--- config.mk ---
export PLATFORM = sky130hd
export DESIGN_NAME = hav_queue
export DESIGN_NICKNAME = d
export VERILOG_FILES = /design/src/rtl/hav_pkg.sv /design/src/rtl/hav_queue.sv
export SDC_FILE = /design/constraint.sdc
export NUM_CORES = 1
export LEC_CHECK = 0
export BUFFER_PORTS_ARGS = -buffer_cell sky130_fd_sc_hd__buf_2
export CAP_MARGIN = 0
export CORE_MARGIN = 2
export CORE_UTILIZATION = 50
export DETAILED_ROUTE_END_ITERATION = 6
export HOLD_SLACK_MARGIN = 0.1
export MAX_ROUTING_LAYER = met4
export PLACE_DENSITY = 0.68
export SYNTH_ARGS = -nofsm -noshare
export SYNTH_HDL_FRONTEND = slang
export SYNTH_SLANG_ARGS = --single-unit
--- constraint.sdc ---
create_clock -name clk_i -period 13.6 [get_ports clk_i]
set_input_delay 2.72 -clock clk_i [delete_from_list [all_inputs] [get_ports clk_i]]
set_output_delay 2.72 -clock clk_i [all_outputs]
set_load 0.005 [all_outputs]
--- src/rtl/hav_pkg.sv ---
package hav_pkg;

  // Pipeline geometry
  localparam int unsigned CORDIC_STEPS = 30;
  localparam int unsigned SQRT_STEPS   = 31;
  localparam int unsigned FRONT_LAT    = 3;
  localparam int unsigned SC_LAT       = CORDIC_STEPS + 2;
  localparam int unsigned BACK_LAT     = SC_LAT + 5 + SQRT_STEPS + CORDIC_STEPS + 5;
  localparam int unsigned QUEUE_DEPTH  = 8;

  // Field widths
  localparam int unsigned RADIUS_W = 23;
  localparam int unsigned DIST_W   = 33;

  // Arithmetic constants
  localparam logic [30:0]          DEG2PH_MUL   = 31'd1527099483;
  localparam logic signed [32:0]   CORDIC_GAIN  = 33'sd652032874;
  localparam logic [31:0]          PI_Q30       = 32'd3373259426;
  localparam logic [RADIUS_W-1:0]  RADIUS_RESET = 23'd6378137;
  localparam logic [DIST_W-1:0]    DIST_MAX     = '1;

  // Four phases of one item, handed from front to back
  typedef struct packed {
    logic [31:0] lat_a;
    logic [31:0] lat_b;
    logic [31:0] dlat;
    logic [31:0] dlon;
  } phase_set_t;

  // Arctangent table, phase units (2^32 per turn)
  function automatic logic signed [31:0] atan_at(input int unsigned idx);
    logic signed [31:0] v;
    case (idx)
      0:  v = 32'sh20000000;
      1:  v = 32'sh12E4051E;
      2:  v = 32'sh09FB385B;
      3:  v = 32'sh051111D4;
      4:  v = 32'sh028B0D43;
      5:  v = 32'sh0145D7E1;
      6:  v = 32'sh00A2F61E;
      7:  v = 32'sh00517C55;
      8:  v = 32'sh0028BE53;
      9:  v = 32'sh00145F2F;
      10: v = 32'sh000A2F98;
      11: v = 32'sh000517CC;
      12: v = 32'sh00028BE6;
      13: v = 32'sh000145F3;
      14: v = 32'sh0000A2FA;
      15: v = 32'sh0000517D;
      16: v = 32'sh000028BE;
      17: v = 32'sh0000145F;
      18: v = 32'sh00000A30;
      19: v = 32'sh00000518;
      20: v = 32'sh0000028C;
      21: v = 32'sh00000146;
      22: v = 32'sh000000A3;
      23: v = 32'sh00000051;
      24: v = 32'sh00000029;
      25: v = 32'sh00000014;
      26: v = 32'sh0000000A;
      27: v = 32'sh00000005;
      28: v = 32'sh00000003;
      29: v = 32'sh00000001;
      default: v = 32'sh00000000;
    endcase
    return v;
  endfunction

endpackage

--- src/rtl/hav_queue.sv ---
module hav_queue import hav_pkg::*; #(
  parameter int unsigned QueueDepth = QUEUE_DEPTH,
  localparam int unsigned PW = (QueueDepth > 1) ? $clog2(QueueDepth) : 1,
  localparam int unsigned CW = $clog2(QueueDepth + 1)
) (
  input  logic          clk_i,
  input  logic          rst_ni,
  input  logic          push_i,
  input  phase_set_t    push_data_i,
  output logic          pop_o,
  output phase_set_t    pop_data_o,
  output logic [CW-1:0] count_o
);

  phase_set_t    mem_q [QueueDepth];
  logic [PW-1:0] wr_ptr_q, rd_ptr_q;
  logic [CW-1:0] count_q;

  // Back side never stalls: drain whenever an item is waiting
  assign pop_o      = count_q != '0;
  assign pop_data_o = mem_q[rd_ptr_q];
  assign count_o    = count_q;

  function automatic logic [PW-1:0] ptr_inc(input logic [PW-1:0] p);
    return (p == PW'(QueueDepth - 1)) ? '0 : p + PW'(1);
  endfunction

  always_ff @(posedge clk_i or negedge rst_ni) begin
    if (!rst_ni) begin
      wr_ptr_q <= '0;
      rd_ptr_q <= '0;
      count_q  <= '0;
    end else begin
      if (push_i) wr_ptr_q <= ptr_inc(wr_ptr_q);
      if (pop_o)  rd_ptr_q <= ptr_inc(rd_ptr_q);
      count_q <= count_q + CW'(push_i) - CW'(pop_o);
    end
  end

  // Store item
  always_ff @(posedge clk_i) begin
    if (push_i) mem_q[wr_ptr_q] <= push_data_i;
  end

endmodule

---- Word-level counts from Yosys, hierarchy flattened ----
Memory sizes are Yosys's and may differ from the RTL's.
Cells that the tools add are included.
word-level totals
  bits in registers ....................... 10
  bits in latches ......................... 0
  memory bits (writable) .................. 1024
  ROM bits ................................ 0
  input bits .............................. 131
  output and inout port bits .............. 133
  word-level logic and storage cells ...... 15
  memories ................................ 1
operators by class
  add/sub/neg operators ................... 4
  multipliers ............................. 0
  div/mod/pow operators ................... 0
  order comparisons ....................... 0
  equal/unequal tests ..................... 2
  shift-type cells ........................ 0
  mux-type cells .......................... 4
  bitwise operators ....................... 0
  reductions and logical operators ........ 1
memories
  name   depth  width  rd ports  clocked after memory_dff  write ports  line             text
  mem_q  8      128    1         0                         1            hav_queue.sv:15  phase_set_t mem_q [QueueDepth];
operators with widths
  operator                                                       count
  3-bit by 1-bit adder with 3-bit output, second input constant  2
  3-bit == test, second input constant                           2
  3-bit 2-to-1 mux                                               2
  4-bit by 1-bit adder with 4-bit output                         1
  4-bit nonzero test                                             1
  4-bit by 1-bit subtractor with 4-bit output                    1
  1-bit 2-to-1 mux                                               2

---- Longest topological paths before layout ----
Gate-level depths: netlist of run 1.
  word-level depth ........................ 2
  mapped depth ............................ 10
  gate-level depth less buffers ........... 10

---- Least setup slack after synthesis of run 1 ----
Ideal clock, no wire load.
  kind .................................... input port to flip-flop
  start ................................... in push_i
  end ..................................... mem mem_q[0][0] in the netlist's numbering, enable pin
  library setup time ...................... 772 ps
  arrival ................................. 11454 ps
  required time ........................... 12828 ps
  path slack .............................. 1374 ps
  stages on the path ...................... 2
  path buffers ............................ 0
  cell sequence ........................... nand2b_1 > nor3_1
on the way
  longest elaborated chain between the ends .. 2
RTL lines
  element                                 line             text
  start: declaration                      hav_queue.sv:8   input logic push_i,
  1-bit 2-to-1 mux                        hav_queue.sv:42  if (push_i) mem_q[wr_ptr_q] <= push_data_i;
  1-bit 2-to-1 mux (not written as such)  hav_queue.sv:42
  end: declaration                        hav_queue.sv:15
No other way between the ends.

==> insert_results.sql, run 1 <==
INSERT INTO impl_metrics (metric_group, metric, value, unit) VALUES
('logic_synthesis', 'post_synth_instance_area', '39400', 'um^2'),
('final_layout', 'post_route_cells_drive_above_1_share', '37.6', '%'),
('logic_synthesis', 'post_synth_main_area_contributors', 'edfxtp_1 78%, mux4_2 8.9%, mux4_1 6.7%, mux2_2 3.7%, buf_6 0.71%', ''),
('global_route', 'via_count_of_the_first_global_routing_pass', '18300', ''),
('timing', 'hold_violations', '0', ''),
('floorplanning', 'core_area', '77700', 'um^2'),
('routing', 'detailed_router_s_first_iteration_violation_count', '1357', ''),
('run_status', 'outcome', 'complete, no violations', ''),
('worst_setup_path', 'critical_path_peak_fanout', '72', ''),
('timing', 'finalMaxSlewViolations', '0', ''),
('final_layout', 'most-common-layout-cells', '1024 x edfxtp_1, 263 x buf_2, 156 x mux4_2', ''),
('timing', 'setup_tns', '0', 'ns'),
('power_and_ir_drop', 'vdd.ir_drop.worst', '0.145', 'mV'),
('place', 'post-place-ws', '7.01', 'ns'),
('routing', 'firstDrtPassIters', '5', ''),
('cts', 'clkSinkCount', '1034', ''),
('global_route', 'grt_first_pass_wirelength', '117', 'mm'),
('final_layout', 'most_common_library_cell_in_the_layout_ignoring_fill_and_taps', 'edfxtp_1', ''),
('timing', 'unrepaired_setup_endpoints_after_global_routing', 'false', ''),
('timing', 'worst_slew_margin', '27.4', '%'),
('place', 'port_buffers', '263', ''),
('routing', 'post-route-drc-count', '0', ''),
('final_layout', 'finalInstanceArea', '45200', 'um^2'),
('worst_hold_path', 'hp-class', 'reg -> reg', ''),
('logic_synthesis', 'yosys_warnings', '0', ''),
('routing', 'ant_nets', '0', ''),
('floorplanning', 'floorplan.initialDensity', '50.7', '%'),
('cts', 'cts.reportedPaths.clkPinSlew', '0.06', 'ns'),
('worst_setup_path', 'setup.worst_path.start_class', 'flop', ''),
('final_layout', 'finalCoreUtilization', '58.1', '%'),
('logic_synthesis', 'synth.avg_cell_area', '25.7', 'um^2'),
('power_and_ir_drop', 'proportion_of_power_drawn_by_the_clock_network', '28.8', '%'),
('cts', 'cts.hold.buffers_added', '0', ''),
('logic_synthesis', 'synth-seq-cells', '1034', ''),
('cts', 'ctsHtreeMaxLevel', '3', ''),
('routing', 'vias_per_cell', '5.73', ''),
('logic_synthesis', 'synth_fp_nets', '1678', ''),
('timing', 'timing_worst_slew_pin_value', '1.09', 'ns'),
('cts', 'worst_skew_pair.late_latency', '0.65', 'ns'),
('floorplanning', 'design.portCount', '264', ''),
('power_and_ir_drop', 'swShare', '27.6', '%'),
('global_route', 'global_route.usage.total', '20.0', '%'),
('final_layout', 'area.growth.synth_to_final', '14.5', '%'),
('global_route', 'number_of_antenna_violations_at_the_first_check_in_global_routing', '7', ''),
('timing', 'setup_viol_count_final', '0', ''),
('place', 'placedInstanceArea', '41900', 'um^2'),
('run', 'cap_violations', '0', ''),
('power_and_ir_drop', 'pwr-share-seq', '44.0', '%'),
('place', 'dp_hpwl', '39.0', 'mm'),
('timing', 'post-route-min-period', '7.14', 'ns'),
('timing', 'max_clock_freq', '140', 'MHz'),
('timing', 'final_min_period_over_clock_period', '52.5', '%'),
('floorplanning', 'chipHeight', '285', 'um'),
('cts', 'cts_tree', 'built', ''),
('floorplanning', 'fp-row-count', '102', ''),
('floorplanning', 'die-area', '81100', 'um^2'),
('logic_synthesis', 'synth.distinct_cells', '25', ''),
('global_route', 'globalRouteOverflowTotal', '0', ''),
('routing', 'routed_wire_length_per_instance', '26.0', 'um'),
('power_and_ir_drop', 'combPwrFrac', '27.2', '%'),
('worst_setup_path', 'criticalPathCategory', 'reg -> out', ''),
('cts', 'cts_made_buffers', '105', ''),
('power_and_ir_drop', 'p_int', '6890', 'uW'),
('logic_synthesis', 'ys.flop_type', 'edfxtp_1', ''),
('logic_synthesis', 'gate_count_of_the_mapped_netlist', '1537', ''),
('logic_synthesis', 'seq_area_frac_synth', '78.6', '%'),
('power_and_ir_drop', 'powerDensity', '211', 'nW/um^2'),
('cts', 'clock_tree.root_cell', 'clkbuf_16', ''),
('floorplanning', 'die_w', '285', 'um'),
('place', 'place.gp.congestion', '0.745', ''),
('logic_synthesis', 'synthArstFlopShare', '0.967', '%');
-- state kept, by name, summed over array words and instances, names as in the netlist --
name,cells
mem_q,1024
wr_ptr_q,3
rd_ptr_q,3
count_o,4
-- cell families (layout without fill, tap and decap cells) --
family	after synthesis	count (layout)	share of synthesized area (%)
flip-flops	1034	1034	78.6
multiplexers	387	387	19.3
XOR/XNOR	2	2	0.0444
adder cells (fa/ha/maj)	10	10	0.336
other	0	8	0
AND/OR/NAND/NOR	19	19	0.228
buffers and inverters	80	480	1.39
AO/OA/AOI/OAI	5	5	0.0761
-- critical path, cell delays in order, from the launching register on --
cell	delay (ns)
dfrtp_4	1.01
buf_4	0.83
buf_4	0.88
mux4_2	0.42
mux2_2	0.32
buf_2	0.14
-- through the flow --
step	hold slack, ns	instances
after floorplan	0.524	1537
after global placement	0.541	2788
after detailed placement	0.553	2788
after CTS	0.568	2977
after global routing	0.602	2983
final	0.570	2985
-- path summary, 6_finish.rpt --
| kind | cells past startpoint | startpoint | endpoint | slack, ns |
|---|---|---|---|---|
| max | 5 | rd_ptr_q[2]$_DFFE_PN0N_ | pop_data_o[105] | 6.46 |
| min | 1 | wr_ptr_q[2]$_DFFE_PN0P_ | wr_ptr_q[2]$_DFFE_PN0P_ | 0.57 |
| max reg2reg | 4 | wr_ptr_q[0]$_DFFE_PN0P_ | mem_q[6][53]$_DFFE_PP_ | 10.81 |
| min reg2reg | 1 | wr_ptr_q[2]$_DFFE_PN0P_ | wr_ptr_q[2]$_DFFE_PN0P_ | 0.57 |
| max in group asynchronous | 1 | rst_ni | rd_ptr_q[2]$_DFFE_PN0N_ | 11.46 |
| min in group asynchronous | 1 | rst_ni | count_o[3]$_DFF_PN0_ | 1.92 |
-- per-layer routing --
layer / wire (um) / vias up / track usage (%)
met5: 0 / - / -
li1: - / 7365 / -
met1: 31600 / 9207 / 25.4
met3: 3710 / 110 / 3.19
met4: 1440 / 0 / 5.38
met2: 40800 / 427 / 33.8
-- cell type report --
type / instances / area [um^2] / share of cell area, %
inverters: 8 / 30.0 / 0.0665
well taps: 1040 / 1300 / 2.88
diodes: 8 / 20.0 / 0.0443
multi-input cells: 423 / 7940 / 17.6
flip-flops and latches: 1034 / 31000 / 68.7
repair buffers: 283 / 1570 / 3.47
clock buffers: 130 / 2740 / 6.07
clock inverters: 59 / 556 / 1.23
-- cell usage after synthesis (all sizes together) (2+ instances only) --
cell / instances
edfxtp: 1024
mux4: 256
mux2: 131
buf: 48
clkbuf: 23
dfrtp: 10
ha: 9
inv: 8
nor2: 7
nand2: 4
nand2b: 3
nor3: 3
a21o: 2
o21ai: 2
xor2: 2
-- power groups by stage --
stage | Combinational, uW | Sequential [uW] | Clock (uW)
4_1_cts | 2670 | 4200 | 2800
2_1_floorplan | 1850 | 4210 | 0
3_3_place_gp | 2640 | 4240 | 0
3_5_place_dp | 2660 | 4260 | 0
5_1_grt | 2790 | 4230 | 2930
6_report | 2590 | 4190 | 2740
(Power assumes the default switching activity.)
==> run 2: changes to the inputs <==
--- a/config.mk
+++ b/config.mk
@@ -12,7 +12,7 @@
 export DETAILED_ROUTE_END_ITERATION = 6
 export HOLD_SLACK_MARGIN = 0.1
 export MAX_ROUTING_LAYER = met4
-export PLACE_DENSITY = 0.68
+export PLACE_DENSITY = 0.7
 export SYNTH_ARGS = -nofsm -noshare
 export SYNTH_HDL_FRONTEND = slang
 export SYNTH_SLANG_ARGS = --single-unit
==> constraint.sdc (replaced) <==
create_clock -name clk_i -period 6.5 [get_ports clk_i]
set_input_delay 1.3 -clock clk_i [delete_from_list [all_inputs] [get_ports clk_i]]
set_output_delay 1.3 -clock clk_i [all_outputs]
set_load 0.005 [all_outputs]
==> run 2 against run 1 <==
Total power rose by 110%. Core utilization rose by 0.59 points. Clock power rose by 120%. Sequential power rose by 110%. Via count rose by 0.65%. Global-route usage fell by 0.29 points. Clock skew barely moved. Flip-flop and latch count did not move. Worst setup slack got worse by 4.6 ns. Die area did not move. Clock-buffer cell count did not move. Non-clock buffer count rose by 10.
==> insert_results.sql, run 2 (synthesized netlist as in run 1, its figures left out) <==
INSERT INTO impl_metrics (metric_group, metric, value, unit) VALUES
('run_status', 'outcome', 'complete, no violations', ''),
('timing', 'setup_viol_count_final', '0', ''),
('worst_setup_path', 'kind_of_end_point_of_the_critical_path', 'primary output', ''),
('cts', 'cts_tree', 'built', ''),
('timing', 'hold_violations', '0', ''),
('floorplanning', 'core_area', '77700', 'um^2'),
('worst_setup_path', 'crit_path_start', 'rd_ptr_q[0]$_DFFE_PN0N_', ''),
('cts', 'cts_made_buffers', '105', ''),
('global_route', 'globalRouteMet2Util', '33.5', '%'),
('timing', 'final_min_period_over_clock_period', '71.0', '%'),
('global_route', 'globalRoute.busiestLayer', 'met2', ''),
('final_layout', 'ff_latch_area', '31000', 'um^2'),
('worst_setup_path', 'reg2reg_setup_slack', '3.81', 'ns'),
('routing', 'totalWireLength', '77.1', 'mm'),
('worst_setup_path', 'critical_path.cell_chain', 'buf_12 > mux4_1 > mux2_2 > buf_2', ''),
('timing', 'unrepaired_setup_endpoints_after_global_routing', 'false', ''),
('timing', 'timing_worst_slew_pin_value', '0.961', 'ns'),
('routing', 'post-route-drc-count', '0', ''),
('timing', 'finalMaxSlewViolations', '0', ''),
('power_and_ir_drop', 'vdd.ir_drop.worst', '0.325', 'mV'),
('worst_setup_path', 'critPathMaxStageDelay', '1.06', 'ns'),
('final_layout', 'design.final.nets', '2006', ''),
('power_and_ir_drop', 'p_int', '14800', 'uW'),
('global_route', 'grt_max_degree', '93', ''),
('timing', 'post-route-min-period', '4.61', 'ns'),
('place', 'dp.cells', '2798', ''),
('timing', 'setup_tns', '0', 'ns'),
('power_and_ir_drop', 'design_power_total', '20300', 'uW'),
('routing', 'num_vias', '17200', ''),
('floorplanning', 'chipHeight', '285', 'um'),
('cts', 'clk_path_buf_depth', '3', ''),
('final_layout', 'layout.cells.non_filler', '3006', ''),
('global_route', 'globalRouteOverflowTotal', '0', ''),
('routing', 'vias_per_cell', '5.73', ''),
('floorplanning', 'die_w', '285', 'um'),
('routing', 'firstDrtPassIters', '6', ''),
('cts', 'cts.hold.buffers_added', '0', ''),
('worst_setup_path', 'criticalPathCategory', 'reg -> out', ''),
('worst_setup_path', 'critPathRequiredTime', '5.20', 'ns'),
('place', 'dp_hpwl', '40.7', 'mm'),
('routing', 'detailed_router_s_first_iteration_violation_count', '1233', ''),
('place', 'place.gp.congestion', '0.720', ''),
('worst_setup_path', 'setup.worst_path.start_class', 'flop', ''),
('global_route', 'number_of_antenna_violations_at_the_first_check_in_global_routing', '13', ''),
('cts', 'worst_skew_pair.late_latency', '0.65', 'ns'),
('cts', 'cts.repair.resized', '0', ''),
('global_route', 'global_route.usage.total', '19.7', '%'),
('final_layout', 'most_common_library_cell_in_the_layout_ignoring_fill_and_taps', 'edfxtp_1', ''),
('timing', 'worst_slew_margin', '35.9', '%'),
('final_layout', 'most-common-layout-cells', '1024 x edfxtp_1, 263 x buf_2, 156 x mux4_2', ''),
('power_and_ir_drop', 'combPwrFrac', '27.2', '%'),
('global_route', 'use_met3', '3.50', '%'),
('final_layout', 'number_of_flip_flops_in_the_largest_register', '1024', ''),
('worst_setup_path', 'critical_path_peak_fanout', '59', ''),
('place', 'port_buffers', '263', ''),
('cts', 'cts.reportedPaths.clkPinSlew', '0.06', 'ns'),
('global_route', 'met1_usage', '24.3', '%'),
('power_and_ir_drop', 'net-switching-power', '5540', 'uW'),
('power_and_ir_drop', 'powerDensity', '446', 'nW/um^2'),
('final_layout', 'area.growth.synth_to_final', '15.7', '%'),
('cts', 'ctsHtreeMaxLevel', '3', ''),
('floorplanning', 'fp-row-count', '102', ''),
('global_route', 'via_count_of_the_first_global_routing_pass', '18400', ''),
('cts', 'cts_setup_buffers', '0', ''),
('floorplanning', 'die-area', '81100', 'um^2'),
('worst_setup_path', 'ff_to_ff_start', 'count_o[2]$_DFF_PN0_', ''),
('floorplanning', 'design.portCount', '264', ''),
('worst_setup_path', 'slowest_stage', 'dfrtp_4', ''),
('final_layout', 'regMostFlops', 'mem_q', ''),
('timing', 'max_clock_freq', '217', 'MHz'),
('worst_setup_path', 'worst-endpoint-arrival', '3.31', 'ns'),
('power_and_ir_drop', 'cellLeakagePower', '0.0151', 'uW'),
('routing', 'routed_wire_length_per_instance', '25.7', 'um'),
('power_and_ir_drop', 'swShare', '27.3', '%'),
('final_layout', 'n_fill_cell', '5429', ''),
('floorplanning', 'floorplan.initialDensity', '50.7', '%'),
('worst_hold_path', 'hp-class', 'in -> async', ''),
('cts', 'clkSinkCount', '1034', ''),
('global_route', 'grt_first_pass_wirelength', '116', 'mm'),
('routing', 'ant_nets', '0', ''),
('power_and_ir_drop', 'pwr-share-seq', '42.9', '%'),
('final_layout', 'multi_input_area', '7950', 'um^2'),
('final_layout', 'finalCoreUtilization', '58.7', '%'),
('power_and_ir_drop', 'proportion_of_power_drawn_by_the_clock_network', '29.9', '%'),
('timing', 'final.setup_skew', '0.0171', 'ns'),
('final_layout', 'post_route_cells_drive_above_1_share', '38.3', '%'),
('run', 'cap_violations', '0', ''),
('cts', 'clock_tree.root_cell', 'clkbuf_16', '');
-- run 2: cell count changes in the layout (fill, tap and decap cells not counted), sizes merged --
cell      before  now
clkinv        40   45
diode          8   14
bufinv         8   14
buf          283  293
clkinvlp       7    1
-- run 2: routing by layer --
metal | vias to the layer above | routed length (um)
met1 | 9289 | 31300
met5 | - | 0
li1 | 7406 | -
met3 | 133 | 3490
met2 | 392 | 40500
met4 | 0 | 1890
-- run 2: final timing paths --
path / end / cells after the start
setup reg to reg: count_o[2]$_DFF_PN0_ / 9
max in group asynchronous: rd_ptr_q[1]$_DFFE_PN0N_ / 1
hold / removal: count_o[0]$_DFF_PN0_ / 1
hold reg to reg: wr_ptr_q[2]$_DFFE_PN0P_ / 1
min in group clk_i: wr_ptr_q[2]$_DFFE_PN0P_ / 1
setup / recovery: pop_data_o[90] / 4
-- run 2: worst max-delay path, delay by kind of cell (launching register included) --
kind,cells,cell delay [ns]
flip-flops,1,1.06
multiplexers,2,0.92
buffers and inverters,2,0.62
-- run 2: per-stage QoR --
stage / instance area (um^2) / setup slack (ns) / hold WS [ns]
6_report: 45600 / 1.89 / 0.513
4_1_cts: 45600 / 1.78 / 0.466
3_5_place_dp: 42100 / 2.50 / 0.547
3_3_place_gp: 42100 / 2.51 / 0.540
5_1_grt: 45600 / 1.68 / 0.486
2_1_floorplan: 39400 / -0.868 / 0.524
-- run 2: layout make-up --
class	count	share of cell area [%]
well taps	1040	2.85
clock inverters	64	1.57
repair buffers	293	3.84
clock buffers	130	6.19
flip-flops and latches	1034	68.0
inverters	8	0.0658
diodes	14	0.0768
multi-input cells	423	17.4
-- run 2: power groups by stage --
stage / logic, uW / registers (uW) / clock network [uW]
global placement: 5590 / 8820 / 0
floorplan: 3870 / 8770 / 0
detailed placement: 5660 / 8880 / 0
global route: 5950 / 8810 / 6480
CTS: 5690 / 8750 / 6220
finish: 5530 / 8730 / 6080
==> run 3: changes to the inputs <==
--- a/config.mk
+++ b/config.mk
@@ -5,6 +5,7 @@
 export SDC_FILE = /design/constraint.sdc
 export NUM_CORES = 1
 export LEC_CHECK = 0
+export ABC_AREA = 1
 export BUFFER_PORTS_ARGS = -buffer_cell sky130_fd_sc_hd__buf_2
 export CAP_MARGIN = 0
 export CORE_MARGIN = 2
@@ -12,7 +13,7 @@
 export DETAILED_ROUTE_END_ITERATION = 6
 export HOLD_SLACK_MARGIN = 0.1
 export MAX_ROUTING_LAYER = met4
-export PLACE_DENSITY = 0.7
+export PLACE_DENSITY = 0.67
 export SYNTH_ARGS = -nofsm -noshare
 export SYNTH_HDL_FRONTEND = slang
 export SYNTH_SLANG_ARGS = --single-unit
==> constraint.sdc (replaced) <==
create_clock -name clk_i -period 4.33 [get_ports clk_i]
set_input_delay 0.866 -clock clk_i [delete_from_list [all_inputs] [get_ports clk_i]]
set_output_delay 0.866 -clock clk_i [all_outputs]
set_load 0.005 [all_outputs]
==> run 3 against run 2 <==
Via count rose by 71%. Synthesized cell count rose to 2.9 times the previous value. Design area rose by 12%. First-iteration DRC count rose by 100%. Worst hold slack got worse by 0.037 ns. Clock-buffer cell count rose by 8. Die area rose by 15%. Highest routed layer unchanged. Flip-flop and latch count did not move. Area after synthesis rose by 15%.
==> insert_results.sql, run 3 <==
INSERT INTO impl_metrics (metric_group, metric, value, unit) VALUES
('timing', 'finalMaxSlewViolations', '0', ''),
('logic_synthesis', 'post_synth_instance_area', '45300', 'um^2'),
('worst_setup_path', 'criticalPathCategory', 'reg -> out', ''),
('place', 'post-place-ws', '1.07', 'ns'),
('timing', 'final_min_period_over_clock_period', '92.3', '%'),
('cts', 'worst_skew_pair.late_latency', '0.65', 'ns'),
('floorplanning', 'floorplan.initialDensity', '50.4', '%'),
('worst_setup_path', 'kind_of_end_point_of_the_critical_path', 'primary output', ''),
('global_route', 'number_of_antenna_violations_at_the_first_check_in_global_routing', '19', ''),
('final_layout', 'area.growth.synth_to_final', '12.7', '%'),
('logic_synthesis', 'ys.flop_type', 'edfxtp_1', ''),
('final_layout', 'n_fill_cell', '7507', ''),
('logic_synthesis', 'synthDominantAreaCellType', 'edfxtp_1', ''),
('timing', 'worst_slew_margin', '35.4', '%'),
('routing', 'post-route-drc-count', '0', ''),
('routing', 'ant_nets', '0', ''),
('routing', 'vias_per_cell', '4.89', ''),
('cts', 'clock_tree.root_cell', 'clkbuf_16', ''),
('logic_synthesis', 'seq_area_frac_synth', '68.5', '%'),
('worst_hold_path', 'hp-class', 'in -> reg', ''),
('floorplanning', 'chipHeight', '305', 'um'),
('final_layout', 'most_common_library_cell_in_the_layout_ignoring_fill_and_taps', 'nand2_1', ''),
('routing', 'detailed_router_s_first_iteration_violation_count', '2486', ''),
('final_layout', 'multi_input_area', '9150', 'um^2'),
('global_route', 'grt_max_degree', '187', ''),
('worst_setup_path', 'critPathRequiredTime', '3.46', 'ns'),
('logic_synthesis', 'synthMuxAreaShare', '0', '%'),
('routing', 'routed_wire_length_per_instance', '16.9', 'um'),
('timing', 'final.setup_skew', '0.0148', 'ns'),
('place', 'port_buffers', '263', ''),
('logic_synthesis', 'netlist.area_leader.share', '67.9', '%'),
('logic_synthesis', 'yosys_warnings', '0', ''),
('timing', 'setup_viol_count_final', '0', ''),
('logic_synthesis', 'synth-compound-area-share', '0.0774', '%'),
('logic_synthesis', 'number_of_enable_flip_flop_cells_after_synthesis', '1024', ''),
('global_route', 'globalRouteOverflowTotal', '0', ''),
('worst_setup_path', 'reg2reg_setup_slack', '1.90', 'ns'),
('floorplanning', 'design.portCount', '264', ''),
('logic_synthesis', 'yosys.area_share.adder', '0.293', '%'),
('routing', 'num_vias', '29400', ''),
('logic_synthesis', 'dominant_combinational_cell_family_by_area_after_synthesis', 'simple AND/OR/NAND/NOR gates', ''),
('global_route', 'global_route.usage.total', '22.6', '%'),
('power_and_ir_drop', 'design_power_total', '32500', 'uW'),
('timing', 'timing_worst_slew_pin_value', '0.966', 'ns'),
('logic_synthesis', 'synth-seq-cells', '1034', ''),
('worst_setup_path', 'setup.worst_path.start_class', 'flop', ''),
('routing', 'firstDrtPassIters', '6', ''),
('cts', 'clk_path_buf_depth', '3', ''),
('cts', 'cts_tree', 'built', ''),
('timing', 'hold_violations', '0', ''),
('power_and_ir_drop', 'powerDensity', '637', 'nW/um^2'),
('final_layout', 'number_of_flip_flops_in_the_largest_register', '1024', ''),
('logic_synthesis', 'post_synth_most_frequent_cells', '1673 x nand2_1, 1037 x inv_1, 1024 x edfxtp_1', ''),
('logic_synthesis', 'synth_fp_nets', '4630', ''),
('worst_setup_path', 'worst-endpoint-arrival', '3.13', 'ns'),
('global_route', 'via_count_of_the_first_global_routing_pass', '28600', ''),
('floorplanning', 'die-area', '93000', 'um^2'),
('final_layout', 'most-common-layout-cells', '1673 x nand2_1, 1036 x inv_1, 1024 x edfxtp_1', ''),
('timing', 'max_clock_freq', '250', 'MHz'),
('routing', 'totalWireLength', '101', 'mm'),
('floorplanning', 'die_w', '305', 'um'),
('floorplanning', 'fp-row-count', '110', ''),
('cts', 'ctsHtreeMaxLevel', '3', ''),
('final_layout', 'regMostFlops', 'mem_q', ''),
('logic_synthesis', 'synth.avg_cell_area', '10.1', 'um^2'),
('cts', 'cts.reportedPaths.clkPinSlew', '0.06', 'ns'),
('place', 'place.gp.congestion', '0.755', ''),
('floorplanning', 'core_area', '89900', 'um^2'),
('final_layout', 'ff_latch_area', '31000', 'um^2'),
('run', 'cap_violations', '0', ''),
('logic_synthesis', 'synthArstFlopShare', '0.967', '%'),
('logic_synthesis', 'share_of_the_synthesized_netlist_area_taken_by_xor_and_xnor_gates', '0.0387', '%'),
('logic_synthesis', 'gate_count_of_the_mapped_netlist', '4489', ''),
('run_status', 'outcome', 'complete, no violations', ''),
('worst_setup_path', 'critical_path_peak_fanout', '186', ''),
('logic_synthesis', 'yosys.cell_count.top_type', 'nand2_1', ''),
('place', 'dp_hpwl', '52.1', 'mm'),
('cts', 'cts_made_buffers', '108', ''),
('logic_synthesis', 'synth_simple_gate_area_share', '19.7', '%'),
('timing', 'post-route-worst-setup-slack', '0.333', 'ns'),
('power_and_ir_drop', 'vdd.ir_drop.worst', '0.579', 'mV'),
('power_and_ir_drop', 'cellLeakagePower', '0.0237', 'uW'),
('logic_synthesis', 'synth.distinct_cells', '18', ''),
('timing', 'unrepaired_setup_endpoints_after_global_routing', 'false', ''),
('final_layout', 'design.final.nets', '4867', ''),
('timing', 'post-route-min-period', '4.00', 'ns'),
('logic_synthesis', 'post_synth_main_area_contributors', 'edfxtp_1 68%, nand2_1 14%, inv_1 8.6%, nand3_1 5.7%, buf_2 1.1%', ''),
('global_route', 'grt_first_pass_wirelength', '159', 'mm'),
('final_layout', 'post_route_cells_drive_above_1_share', '10.0', '%'),
('cts', 'clkSinkCount', '1034', '');
## run 3: worst max-delay path, cell delays in order, from the launching register on
cell and delay [ns]:
dfrtp_4 0.87, inv_16 0.35, buf_12 0.38, nand2_1 0.09, nand3_1 0.07, nand2_1 0.12, nand2_1 0.07, nand2_1 0.16
buf_2 0.13
## run 3: metrics by stage
step | hold WS [ns] | area [um^2] | util (%) | instances | TNS [ns]
final | 0.476 | 51100 | 56.8 | 6009 | 0
after global routing | 0.456 | 51000 | 56.8 | 6004 | 0
after CTS | 0.424 | 51000 | 56.7 | 5986 | 0
after detailed placement | 0.616 | 47700 | 53.1 | 5791 | 0
after global placement | 0.599 | 47700 | 53.1 | 5791 | 0
after floorplan | 0.569 | 45300 | - | 4489 | -468.35
## run 3: cells by family (layout without fill, tap and decap cells)
family | after synthesis | after routing
xor gates and xnor gates | 2 | 2
buffers and inverters | 1237 | 1558
other | 0 | 23
AOI/OAI and AO/OA | 7 | 7
adders and majority gates | 10 | 10
DFF | 1034 | 1034
and+or+nand+nor | 2199 | 2199
## run 3: power by group
part | internal, uW | total (uW) | switching, uW | leakage (uW)
Clock | 4950 | 8610 | 3660 | 0.00161
Sequential | 12200 | 12600 | 414 | 0.00942
Combinational | 3550 | 11300 | 7730 | 0.0126
Total | 20700 | 32500 | 11800 | 0.0237
## run 3: worst paths after layout
check,from,endpoint,depth (start not counted)
max reg2reg,rd_ptr_q[0]$_DFFE_PN0N_,rd_ptr_q[2]$_DFFE_PN0N_,5
max,rd_ptr_q[0]$_DFFE_PN0N_,pop_data_o[2],8
min in group asynchronous,rst_ni,count_o[3]$_DFF_PN0_,2
min reg2reg,wr_ptr_q[0]$_DFFE_PN0P_,wr_ptr_q[0]$_DFFE_PN0P_,2
max in group asynchronous,rst_ni,rd_ptr_q[1]$_DFFE_PN0N_,2
min,push_data_i[13],mem_q[3][13]$_DFFE_PP_,1
## run 3: layout make-up
type,count,area share (%)
Clock inverter,56,0.752
Multi-Input combinational cell,2218,17.9
Timing Repair Buffer,325,4.25
Tap cell,1176,2.88
Inverter,1039,7.70
Antenna cell,23,0.113
Clock buffer,138,5.64
Sequential cell,1034,60.7
## run 3: routing by layer
metal	GRT usage (%)	vias to the layer above	share of wire (%)
li1	-	14500	-
met5	-	-	0
met1	29.5	14000	43
met3	3.65	153	6.4
met2	36.5	822	48
met4	6.92	0	2.3
## run 3: repair_timing
action,in CTS,in global routing
resized for setup,0,0
hold buffers,1,0
setup buffers,0,0
endpoints found under the hold margin,10,0
